--- config.mk ---
export PLATFORM = sky130hd
export DESIGN_NAME = nonpreemptive_priority_scheduler_top
export DESIGN_NICKNAME = d
export VERILOG_FILES = /design/src/nps_pkg.sv /design/src/nps_store.sv /design/src/nps_cmp.sv /design/src/nonpreemptive_priority_scheduler_top.sv
export VERILOG_INCLUDE_DIRS = /design/src /design/src/src
export SDC_FILE = /design/constraint.sdc
export NUM_CORES = 2
export LEC_CHECK = 0
export BUFFER_PORTS_ARGS = -buffer_cell sky130_fd_sc_hd__buf_2
export CORE_ASPECT_RATIO = 1.4
export CORE_MARGIN = 5
export CORE_UTILIZATION = 60
export CTS_BUF_LIST = sky130_fd_sc_hd__clkbuf_4
export CTS_CLUSTER_DIAMETER = 100
export DETAILED_ROUTE_END_ITERATION = 10
export GPL_TIMING_DRIVEN = 1
export PLACE_DENSITY = 0.81
export SYNTH_ARGS = -nofsm -noshare
export SYNTH_HDL_FRONTEND = slang
export SYNTH_SLANG_ARGS = --single-unit
--- constraint.sdc ---
create_clock -name clk -period 9.2 [get_ports clk]
set_clock_uncertainty 0.2 [all_clocks]
set_input_delay 1.38 -clock clk [delete_from_list [all_inputs] [get_ports clk]]
set_output_delay 1.38 -clock clk [all_outputs]
set_load 0.05 [all_outputs]
--- src/nonpreemptive_priority_scheduler_top_macros.svh ---
// Assertion macros for the priority scheduler block.
// Included by the top level; no other dependencies.
`ifndef NONPREEMPTIVE_PRIORITY_SCHEDULER_TOP_MACROS_SVH
`define NONPREEMPTIVE_PRIORITY_SCHEDULER_TOP_MACROS_SVH
`ifndef SYNTHESIS
// a implies b in the same cycle
`define NPS_ASSERT_IMPL(label, clk, rst_n, a, b) \
  label: assert property (@(posedge clk) disable iff (!rst_n) (a) |-> (b)) \
    else $error("implication check failed");
// cond never holds
`define NPS_ASSERT_NEVER(label, clk, rst_n, cond) \
  label: assert property (@(posedge clk) disable iff (!rst_n) !(cond)) \
    else $error("forbidden condition seen");
`else
`define NPS_ASSERT_IMPL(label, clk, rst_n, a, b)
`define NPS_ASSERT_NEVER(label, clk, rst_n, cond)
`endif
`endif

--- src/nps_pkg.sv ---
// Shared constants and types for the priority scheduler.
// No dependencies.
`default_nettype none
package nps_pkg;
  localparam int MAX_PROCS = 16;
  localparam int IDX_W     = $clog2(MAX_PROCS);
  localparam int CNT_W     = $clog2(MAX_PROCS + 1);
  localparam int ARR_W     = 16;
  localparam int BURST_W   = 16;
  localparam int PRI_W     = 8;
  localparam int TIME_W    = 23;
  localparam int SUM_W     = 30;
  localparam int PNUM_W    = 7;

  // One process table entry as seen at the read port
  typedef struct packed {
    logic [ARR_W-1:0]   arrival;
    logic [BURST_W-1:0] burst;
    logic [PRI_W-1:0]   priority_level;
    logic               finished;
    logic [TIME_W-1:0]  run_start;
    logic [TIME_W-1:0]  finish_time;
  } entry_t;

  // Compare unit verdict for one scanned entry
  typedef struct packed {
    logic take;      // entry becomes the new best ready pick
    logic earliest;  // entry has the earliest unfinished arrival so far
  } cmp_res_t;
endpackage
`default_nettype wire

--- src/nps_store.sv ---
// Process table: arrival, burst, priority, start and finish per entry,
// plus finished flags. Uses nps_pkg.
`default_nettype none
module nps_store (
  input  wire logic                        clk,
  input  wire logic                        rst_n,
  input  wire logic                        load_en,
  input  wire logic [nps_pkg::IDX_W-1:0]   load_idx,
  input  wire logic [nps_pkg::ARR_W-1:0]   load_arrival,
  input  wire logic [nps_pkg::BURST_W-1:0] load_burst,
  input  wire logic [nps_pkg::PRI_W-1:0]   load_priority,
  input  wire logic                        sched_wr,
  input  wire logic [nps_pkg::IDX_W-1:0]   sched_idx,
  input  wire logic [nps_pkg::TIME_W-1:0]  sched_start,
  input  wire logic [nps_pkg::TIME_W-1:0]  sched_finish,
  input  wire logic                        clr_finished,
  input  wire logic [nps_pkg::IDX_W-1:0]   rd_idx,
  output nps_pkg::entry_t                  rd_entry
);
  logic [nps_pkg::ARR_W-1:0]   arrival_r  [nps_pkg::MAX_PROCS];
  logic [nps_pkg::BURST_W-1:0] burst_r    [nps_pkg::MAX_PROCS];
  logic [nps_pkg::PRI_W-1:0]   priority_r [nps_pkg::MAX_PROCS];
  logic [nps_pkg::TIME_W-1:0]  start_r    [nps_pkg::MAX_PROCS];
  logic [nps_pkg::TIME_W-1:0]  finish_r   [nps_pkg::MAX_PROCS];
  logic [nps_pkg::MAX_PROCS-1:0] finished_r;

  // record load
  always_ff @(posedge clk) begin
    if (load_en) begin
      arrival_r[load_idx]  <= load_arrival;
      burst_r[load_idx]    <= load_burst;
      priority_r[load_idx] <= load_priority;
    end
  end

  // schedule results
  always_ff @(posedge clk) begin
    if (sched_wr) begin
      start_r[sched_idx]  <= sched_start;
      finish_r[sched_idx] <= sched_finish;
    end
  end

  // finished flags, cleared at reset and at the end of a run
  always_ff @(posedge clk) begin
    if (!rst_n || clr_finished) begin
      finished_r <= '0;
    end else if (sched_wr) begin
      finished_r[sched_idx] <= 1'b1;
    end
  end

  // single read port
  always_comb begin
    rd_entry.arrival        = arrival_r[rd_idx];
    rd_entry.burst          = burst_r[rd_idx];
    rd_entry.priority_level = priority_r[rd_idx];
    rd_entry.finished       = finished_r[rd_idx];
    rd_entry.run_start      = start_r[rd_idx];
    rd_entry.finish_time    = finish_r[rd_idx];
  end
endmodule
`default_nettype wire

--- src/nps_cmp.sv ---
// Shared compare unit: judges one scanned entry against the running best
// pick and the running earliest arrival. Uses nps_pkg.
`default_nettype none
module nps_cmp (
  input  wire nps_pkg::entry_t            entry,
  input  wire logic [nps_pkg::TIME_W-1:0] sched_clock,
  input  wire logic                       have_best,
  input  wire logic [nps_pkg::PRI_W-1:0]  best_priority,
  input  wire logic [nps_pkg::ARR_W-1:0]  best_arrival,
  input  wire logic                       have_next,
  input  wire logic [nps_pkg::ARR_W-1:0]  next_arrival,
  output nps_pkg::cmp_res_t               res
);
  logic ready;
  logic better;

  always_comb begin
    // arrived and still waiting
    ready  = !entry.finished &&
             ({{(nps_pkg::TIME_W-nps_pkg::ARR_W){1'b0}}, entry.arrival} <= sched_clock);
    // scan runs in ascending number, so an exact tie keeps the old best
    better = (entry.priority_level < best_priority) ||
             ((entry.priority_level == best_priority) && (entry.arrival < best_arrival));
    res.take     = ready && (!have_best || better);
    res.earliest = !entry.finished && (!have_next || (entry.arrival < next_arrival));
  end
endmodule
`default_nettype wire

--- src/nonpreemptive_priority_scheduler_top.sv ---
// Top level of the non-preemptive priority scheduler: sequencer, clock and
// sums. Uses nps_pkg, nps_store, nps_cmp and the assertion macro header.
// Usage:
//   Input: drive a process record on in_* and raise start; it transfers at a
//   clock edge with start high and busy low. Records are numbered 1.. in
//   entry order; in_last_process closes the set. Records beyond 16 stored are
//   dropped, but a last mark on such a record still starts the run.
//   A record without the last mark leaves busy low.
//   Schedule: each decision scans all n stored entries, one per cycle, through
//   the single compare unit, then, in the DECIDE state, commits the pick or
//   jumps the clock to the next arrival. A run makes n decisions plus one per
//   idle gap, then issues n results in the EMIT state.
//   Output: one result per process in number order, each on out_* for one
//   cycle with out_strobe high; out_last_result marks the final one, whose
//   out_total_* carry the full sums. The receiver cannot stall.
//   busy stays high from the last-marked record until the last result has
//   been issued; a new set may be started while that result is shown.
//   Reset (rst_n low, synchronous) empties the table and zeroes the clock and
//   sums; the same happens after every run.
`default_nettype none
`include "nonpreemptive_priority_scheduler_top_macros.svh"
module nonpreemptive_priority_scheduler_top (
  input  wire logic                        clk,
  input  wire logic                        rst_n,
  input  wire logic                        start,
  output logic                             busy,
  input  wire logic [nps_pkg::ARR_W-1:0]   in_arrival_time,
  input  wire logic [nps_pkg::BURST_W-1:0] in_burst_time,
  input  wire logic [nps_pkg::PRI_W-1:0]   in_priority_level,
  input  wire logic                        in_last_process,
  output logic                             out_strobe,
  output logic [nps_pkg::PNUM_W-1:0]       out_process_number,
  output logic [nps_pkg::TIME_W-1:0]       out_start_time,
  output logic [nps_pkg::TIME_W-1:0]       out_finish_time,
  output logic [nps_pkg::TIME_W-1:0]       out_wait_time,
  output logic [nps_pkg::TIME_W-1:0]       out_turnaround,
  output logic [nps_pkg::SUM_W-1:0]        out_total_wait,
  output logic [nps_pkg::SUM_W-1:0]        out_total_turnaround,
  output logic                             out_last_result
);
  localparam logic [1:0] ST_IDLE   = 2'd0;
  localparam logic [1:0] ST_SCAN   = 2'd1;
  localparam logic [1:0] ST_DECIDE = 2'd2;
  localparam logic [1:0] ST_EMIT   = 2'd3;

  logic [1:0]                    state_r, state_nxt;
  logic [nps_pkg::CNT_W-1:0]     count_r, count_nxt;
  logic [nps_pkg::CNT_W-1:0]     done_r, done_nxt;
  logic [nps_pkg::IDX_W-1:0]     idx_r, idx_nxt;
  logic [nps_pkg::TIME_W-1:0]    clock_r, clock_nxt;
  logic [nps_pkg::SUM_W-1:0]     wsum_r, wsum_nxt;
  logic [nps_pkg::SUM_W-1:0]     tsum_r, tsum_nxt;
  logic                          have_r, have_nxt;
  logic                          any_r, any_nxt;
  logic [nps_pkg::IDX_W-1:0]     best_idx_r, best_idx_nxt;
  logic [nps_pkg::PRI_W-1:0]     best_pri_r, best_pri_nxt;
  logic [nps_pkg::ARR_W-1:0]     best_arr_r, best_arr_nxt;
  logic [nps_pkg::BURST_W-1:0]   best_burst_r, best_burst_nxt;
  logic [nps_pkg::ARR_W-1:0]     next_arr_r, next_arr_nxt;

  logic                          strobe_r, strobe_nxt;
  logic [nps_pkg::PNUM_W-1:0]    pnum_r;
  logic [nps_pkg::TIME_W-1:0]    start_t_r, finish_t_r, wait_t_r, turn_t_r;
  logic [nps_pkg::SUM_W-1:0]     owsum_r, otsum_r;
  logic                          olast_r;

  nps_pkg::entry_t               ent;
  nps_pkg::cmp_res_t             cres;
  logic                          accept;
  logic                          load_en;
  logic                          sched_wr;
  logic                          clr_fin;
  logic                          idx_at_end;
  logic [nps_pkg::TIME_W-1:0]    finish_calc;
  logic [nps_pkg::TIME_W-1:0]    turn_calc;
  logic [nps_pkg::TIME_W-1:0]    wait_calc;

  assign busy    = (state_r != ST_IDLE);
  assign accept  = start && !busy;
  assign load_en = accept && (count_r < nps_pkg::CNT_W'(nps_pkg::MAX_PROCS));

  nps_store u_store (
    .clk           (clk),
    .rst_n         (rst_n),
    .load_en       (load_en),
    .load_idx      (count_r[nps_pkg::IDX_W-1:0]),
    .load_arrival  (in_arrival_time),
    .load_burst    (in_burst_time),
    .load_priority (in_priority_level),
    .sched_wr      (sched_wr),
    .sched_idx     (best_idx_r),
    .sched_start   (clock_r),
    .sched_finish  (finish_calc),
    .clr_finished  (clr_fin),
    .rd_idx        (idx_r),
    .rd_entry      (ent)
  );

  nps_cmp u_cmp (
    .entry         (ent),
    .sched_clock   (clock_r),
    .have_best     (have_r),
    .best_priority (best_pri_r),
    .best_arrival  (best_arr_r),
    .have_next     (any_r),
    .next_arrival  (next_arr_r),
    .res           (cres)
  );

  // time arithmetic
  assign finish_calc = clock_r + nps_pkg::TIME_W'(best_burst_r);
  assign turn_calc   = ent.finish_time - nps_pkg::TIME_W'(ent.arrival);
  assign wait_calc   = turn_calc - nps_pkg::TIME_W'(ent.burst);
  assign idx_at_end  = (nps_pkg::CNT_W'(idx_r) + 1'b1) == count_r;

  // sequencer
  always_comb begin
    state_nxt      = state_r;
    count_nxt      = count_r;
    done_nxt       = done_r;
    idx_nxt        = idx_r;
    clock_nxt      = clock_r;
    wsum_nxt       = wsum_r;
    tsum_nxt       = tsum_r;
    have_nxt       = have_r;
    any_nxt        = any_r;
    best_idx_nxt   = best_idx_r;
    best_pri_nxt   = best_pri_r;
    best_arr_nxt   = best_arr_r;
    best_burst_nxt = best_burst_r;
    next_arr_nxt   = next_arr_r;
    strobe_nxt     = 1'b0;
    sched_wr       = 1'b0;
    clr_fin        = 1'b0;
    case (state_r)
      ST_IDLE: begin
        if (accept) begin
          if (load_en) begin
            count_nxt = count_r + 1'b1;
          end
          if (in_last_process) begin
            state_nxt = ST_SCAN;
            idx_nxt   = '0;
            have_nxt  = 1'b0;
            any_nxt   = 1'b0;
          end
        end
      end
      ST_SCAN: begin
        if (cres.take) begin
          have_nxt       = 1'b1;
          best_idx_nxt   = idx_r;
          best_pri_nxt   = ent.priority_level;
          best_arr_nxt   = ent.arrival;
          best_burst_nxt = ent.burst;
        end
        if (cres.earliest) begin
          any_nxt      = 1'b1;
          next_arr_nxt = ent.arrival;
        end
        if (idx_at_end) begin
          state_nxt = ST_DECIDE;
          idx_nxt   = '0;
        end else begin
          idx_nxt = idx_r + 1'b1;
        end
      end
      ST_DECIDE: begin
        have_nxt = 1'b0;
        any_nxt  = 1'b0;
        if (have_r) begin
          // commit the pick and run it to completion
          sched_wr  = 1'b1;
          clock_nxt = finish_calc;
          done_nxt  = done_r + 1'b1;
          state_nxt = ((done_r + 1'b1) == count_r) ? ST_EMIT : ST_SCAN;
        end else begin
          // nothing ready: jump to the next arrival
          clock_nxt = nps_pkg::TIME_W'(next_arr_r);
          state_nxt = ST_SCAN;
        end
      end
      ST_EMIT: begin
        strobe_nxt = 1'b1;
        wsum_nxt   = wsum_r + nps_pkg::SUM_W'(wait_calc);
        tsum_nxt   = tsum_r + nps_pkg::SUM_W'(turn_calc);
        if (idx_at_end) begin
          // run over: back to the empty table
          state_nxt = ST_IDLE;
          count_nxt = '0;
          done_nxt  = '0;
          idx_nxt   = '0;
          clock_nxt = '0;
          wsum_nxt  = '0;
          tsum_nxt  = '0;
          clr_fin   = 1'b1;
        end else begin
          idx_nxt = idx_r + 1'b1;
        end
      end
      default: begin
        state_nxt = ST_IDLE;
      end
    endcase
  end

  // control registers
  always_ff @(posedge clk) begin
    if (!rst_n) begin
      state_r  <= ST_IDLE;
      count_r  <= '0;
      done_r   <= '0;
      idx_r    <= '0;
      clock_r  <= '0;
      wsum_r   <= '0;
      tsum_r   <= '0;
      have_r   <= 1'b0;
      any_r    <= 1'b0;
      strobe_r <= 1'b0;
    end else begin
      state_r  <= state_nxt;
      count_r  <= count_nxt;
      done_r   <= done_nxt;
      idx_r    <= idx_nxt;
      clock_r  <= clock_nxt;
      wsum_r   <= wsum_nxt;
      tsum_r   <= tsum_nxt;
      have_r   <= have_nxt;
      any_r    <= any_nxt;
      strobe_r <= strobe_nxt;
    end
  end

  // best pick and earliest arrival registers
  always_ff @(posedge clk) begin
    best_idx_r   <= best_idx_nxt;
    best_pri_r   <= best_pri_nxt;
    best_arr_r   <= best_arr_nxt;
    best_burst_r <= best_burst_nxt;
    next_arr_r   <= next_arr_nxt;
  end

  // result register
  always_ff @(posedge clk) begin
    if (state_r == ST_EMIT) begin
      pnum_r     <= nps_pkg::PNUM_W'(idx_r) + 1'b1;
      start_t_r  <= ent.run_start;
      finish_t_r <= ent.finish_time;
      wait_t_r   <= wait_calc;
      turn_t_r   <= turn_calc;
      owsum_r    <= wsum_r + nps_pkg::SUM_W'(wait_calc);
      otsum_r    <= tsum_r + nps_pkg::SUM_W'(turn_calc);
      olast_r    <= idx_at_end;
    end
  end

  assign out_strobe           = strobe_r;
  assign out_process_number   = pnum_r;
  assign out_start_time       = start_t_r;
  assign out_finish_time      = finish_t_r;
  assign out_wait_time        = wait_t_r;
  assign out_turnaround       = turn_t_r;
  assign out_total_wait       = owsum_r;
  assign out_total_turnaround = otsum_r;
  assign out_last_result      = olast_r;

  // checks
  `NPS_ASSERT_IMPL(a_strobe_after_emit, clk, rst_n, strobe_r, $past(state_r) == ST_EMIT)
  `NPS_ASSERT_IMPL(a_last_clears_table, clk, rst_n, strobe_r && olast_r, count_r == '0 && !busy)
  `NPS_ASSERT_NEVER(a_decide_without_work, clk, rst_n, state_r == ST_DECIDE && !have_r && !any_r)
endmodule
`default_nettype wire

==> results_dict.tcl <==
set metrics [dict create \
    status "complete, no violations" \
    ys_types 89 \
    synth_top_area_share_pct 69.0 \
    yosysMostFrequentCell "edfxtp_1" \
    arrival_ps 9350 \
    cts_setup_buffers 0 \
    ys_ff_latch 1716 \
    netlist_instances 3600 \
    min_period_over_period_pct 91.5 \
    relSlewSlack_pct 1.59 \
    gp_congestion 0.908 \
    synth_edf_count 1594 \
    cts_hold_buf 0 \
    grt-ovfl-total 0 \
    grt_pass1_wl_um 244000 \
    drt_iter0_drc 4519 \
    drv_slew 0 \
    htree_num_levels 5 \
    fin_nets 4341 \
    post-route-drc-count 0 \
    muxShareOfSynthArea_pct 14.4 \
    drive_above_1_share_pct 32.0 \
    synth_area_leader_cell "edfxtp_1" \
    track_usage_pct 27.1 \
    die_h_um 412 \
    synth_xor_area_share_pct 1.61 \
    hold_viol 0 \
    leakagePower_nw 25.3 \
    cp.required_ps 10130 \
    grt_pass1_vias 38800 \
    setup_viol 0 \
    core_mm2 0.115 \
    synth_top_family_by_area "multiplexers" \
    fin_tns_setup_ps 0 \
    io_pins 206 \
    ys_warn_count 0 \
    fmax_mhz 119 \
    wl_per_cell_um 27.8 \
    drtPass1Iterations 9 \
    post_cts_resize_count 0 \
    async_flop_share_pct 0 \
    vias 37600 \
    antenna_left 0 \
    worst_setup_path_end_kind "flop" \
    core.rowCount 147 \
    io_buffer_count 203 \
    reg2reg_slack_ps 780 \
    min_path_type "in -> reg" \
    worstMarginPinSlew_ps 1470 \
    start_kind "flop" \
    areaGrowthSynthToFinish_pct 11.8 \
    initial_core_util_pct 60.5 \
    cts_tree "done" \
    path_max_fanout 45 \
    worstSkewPairLatency_ps 1310 \
    synthTopCellsByArea "edfxtp_1 69%, mux4_2 14%, dfxtp_1 3.5%, ha_1 2.7%, xnor2_1 1.1%" \
    numCtsBuffers 391 \
    post-dp-hpwl_um 99400 \
    synth_simple_gate_area_share_pct 3.27 \
    syn-cell-area_mm2 0.0694 \
    final_util_pct 67.6 \
    totalWireLength_um 165000 \
    cts_sinks 1716 \
    synth_common_cells "1594 x edfxtp_1, 429 x mux4_2, 197 x nor2_1" \
    synth_fa_ha_area_share_pct 2.93 \
    dieArea_mm2 0.123 \
    synth_compound_area_share_pct 3.70 \
    clock_path_buffers 4 \
    maxCapViolations 0 \
    ir_worst_vdd_mv 0.128 \
    powerDensity_mw_per_mm2 217 \
    grt_max_degree 113 \
    antenna_found_initial 21 \
    die_w_um 297 \
    layout_min_cycle_time_ps 8420 \
    rsz0062_at_grt "no" \
    yosysSeqAreaShare_pct 72.5 \
    synth_flop_cell "edfxtp_1" \
    via_per_inst 6.35 \
    clk_pin_slew_worst_paths_ps 80 \
    root_buffer "clkbuf_4" \
    crit_type "reg -> reg" \
    syn_area_per_cell_um2 19.3 \
]
==> cell usage in the layout (no fill, tap or decap), drive strengths merged, types with 8 or more instances in the layout <==
cell type	Yosys	routed
edfxtp	1594	1594
clkbuf	87	599
mux4	432	432
buf	52	286
nor2	198	198
ha	151	151
inv	138	147
dfxtp	122	122
a21oi	110	110
xnor2	86	86
nand2	85	85
o21ai	75	75
clkinv	0	69
xor2	41	41
a22oi	41	41
nand3	35	35
a21o	33	33
nor3	28	28
mux2i	25	25
nand2b	22	22
nor2b	21	21
nand4	19	19
o21bai	18	18
or3	16	16
and3	14	14
diode	0	13
and2	13	13
a22o	13	13
o21a	12	12
a31oi	11	11
a211oi	11	11
o31ai	8	8
==> where the power goes <==
group	switching [mW]	internal, mW
clock network	2.82	3.06
logic	1.35	0.816
registers	0.0763	8.71
total	4.25	12.6
==> flip-flops by register name, summed over array words and instances (netlist names), 30 cells and up, named ones only <==
name,count
u_store.burst_r,256
wsum_r,30
tsum_r,30
out_total_wait,30
u_store.priority_r,128
u_store.finish_r,368
u_store.arrival_r,256
out_total_turnaround,30
u_store.start_r,368
==> critical path, cell delays in order (launching register included) <==
cell	delay, ps
dfxtp_4	620
buf_12	380
mux4_2	560
mux4_2	600
fa_1	510
xor2_1	380
ha_1	350
a21o_1	190
a21oi_1	220
o21ai_0	120
a21oi_1	260
o21bai_1	110
a21oi_1	270
o21ai_0	220
o41ai_1	420
o21bai_1	130
xor2_1	200
ha_1	350
nand3_1	180
o21ai_0	240
a21o_1	150
a21oi_1	70
o32ai_1	300
o211ai_1	230
a21oi_1	270
nand4_1	200
o21ba_2	250
a311oi_1	240
==> metrics by stage <==
stage               total power [mW]  area, um2  instances  hold WS, ps  setup WS (ps)
global placement                11.0      72600       5237          243           1100
detailed placement              11.1      72600       5237          260            960
CTS                             17.0      77600       5918         97.3            856
floorplan                       10.4      69400       3601          206            884
finish                          16.8      77600       5932          256            781
global route                    17.6      77600       5926          137            122
==> cell type report <==
| cell class | instances | area [um2] |
|---|---|---|
| Fill cell | 7312 | 37200 |
| Clock inverter | 82 | 432 |
| Antenna cell | 13 | 32.5 |
| Multi-Input combinational cell | 1608 | 18200 |
| Sequential cell | 1716 | 50300 |
| Inverter | 138 | 526 |
| Tap cell | 1490 | 1860 |
| Timing Repair Buffer | 286 | 1690 |
| Clock buffer | 599 | 4500 |
==> layer usage <==
metal  wire length [um]  track usage (%)  part of all wire (%)  up-vias
met3              15600             6.29                   9.5      443
met2              84800             45.9                    51     2250
met1              56500             33.3                    34    19000
met4               8060             13.0                   4.9        6
met5                 42                0                 0.025        -
li1                   -                -                     -    15900
==> path summary, 6_finish.rpt <==
kind,from,end,depth (start not counted)
worst min register to register,u_store.finished_r[7]$_SDFFE_PP0P_,u_store.finished_r[7]$_SDFFE_PP0P_,2
worst max register to register,flop,wsum_r[28]$_SDFFE_PN0P_,27
worst min-delay path,rst_n,have_r$_SDFFE_PN0P_,2
worst max-delay path,flop,wsum_r[28]$_SDFFE_PN0P_,27
==> logic make-up (layout without fill, tap and decap cells) <==
kind of cell	after synthesis	after routing
other	1	15
muxes	458	458
buffers and inverters	277	1105
and+or+nand+nor	478	478
AOI/OAI and AO/OA	383	383
adders and majority gates	160	160
xor gates and xnor gates	127	127
DFF	1716	1716
(Power assumes the default switching activity.)
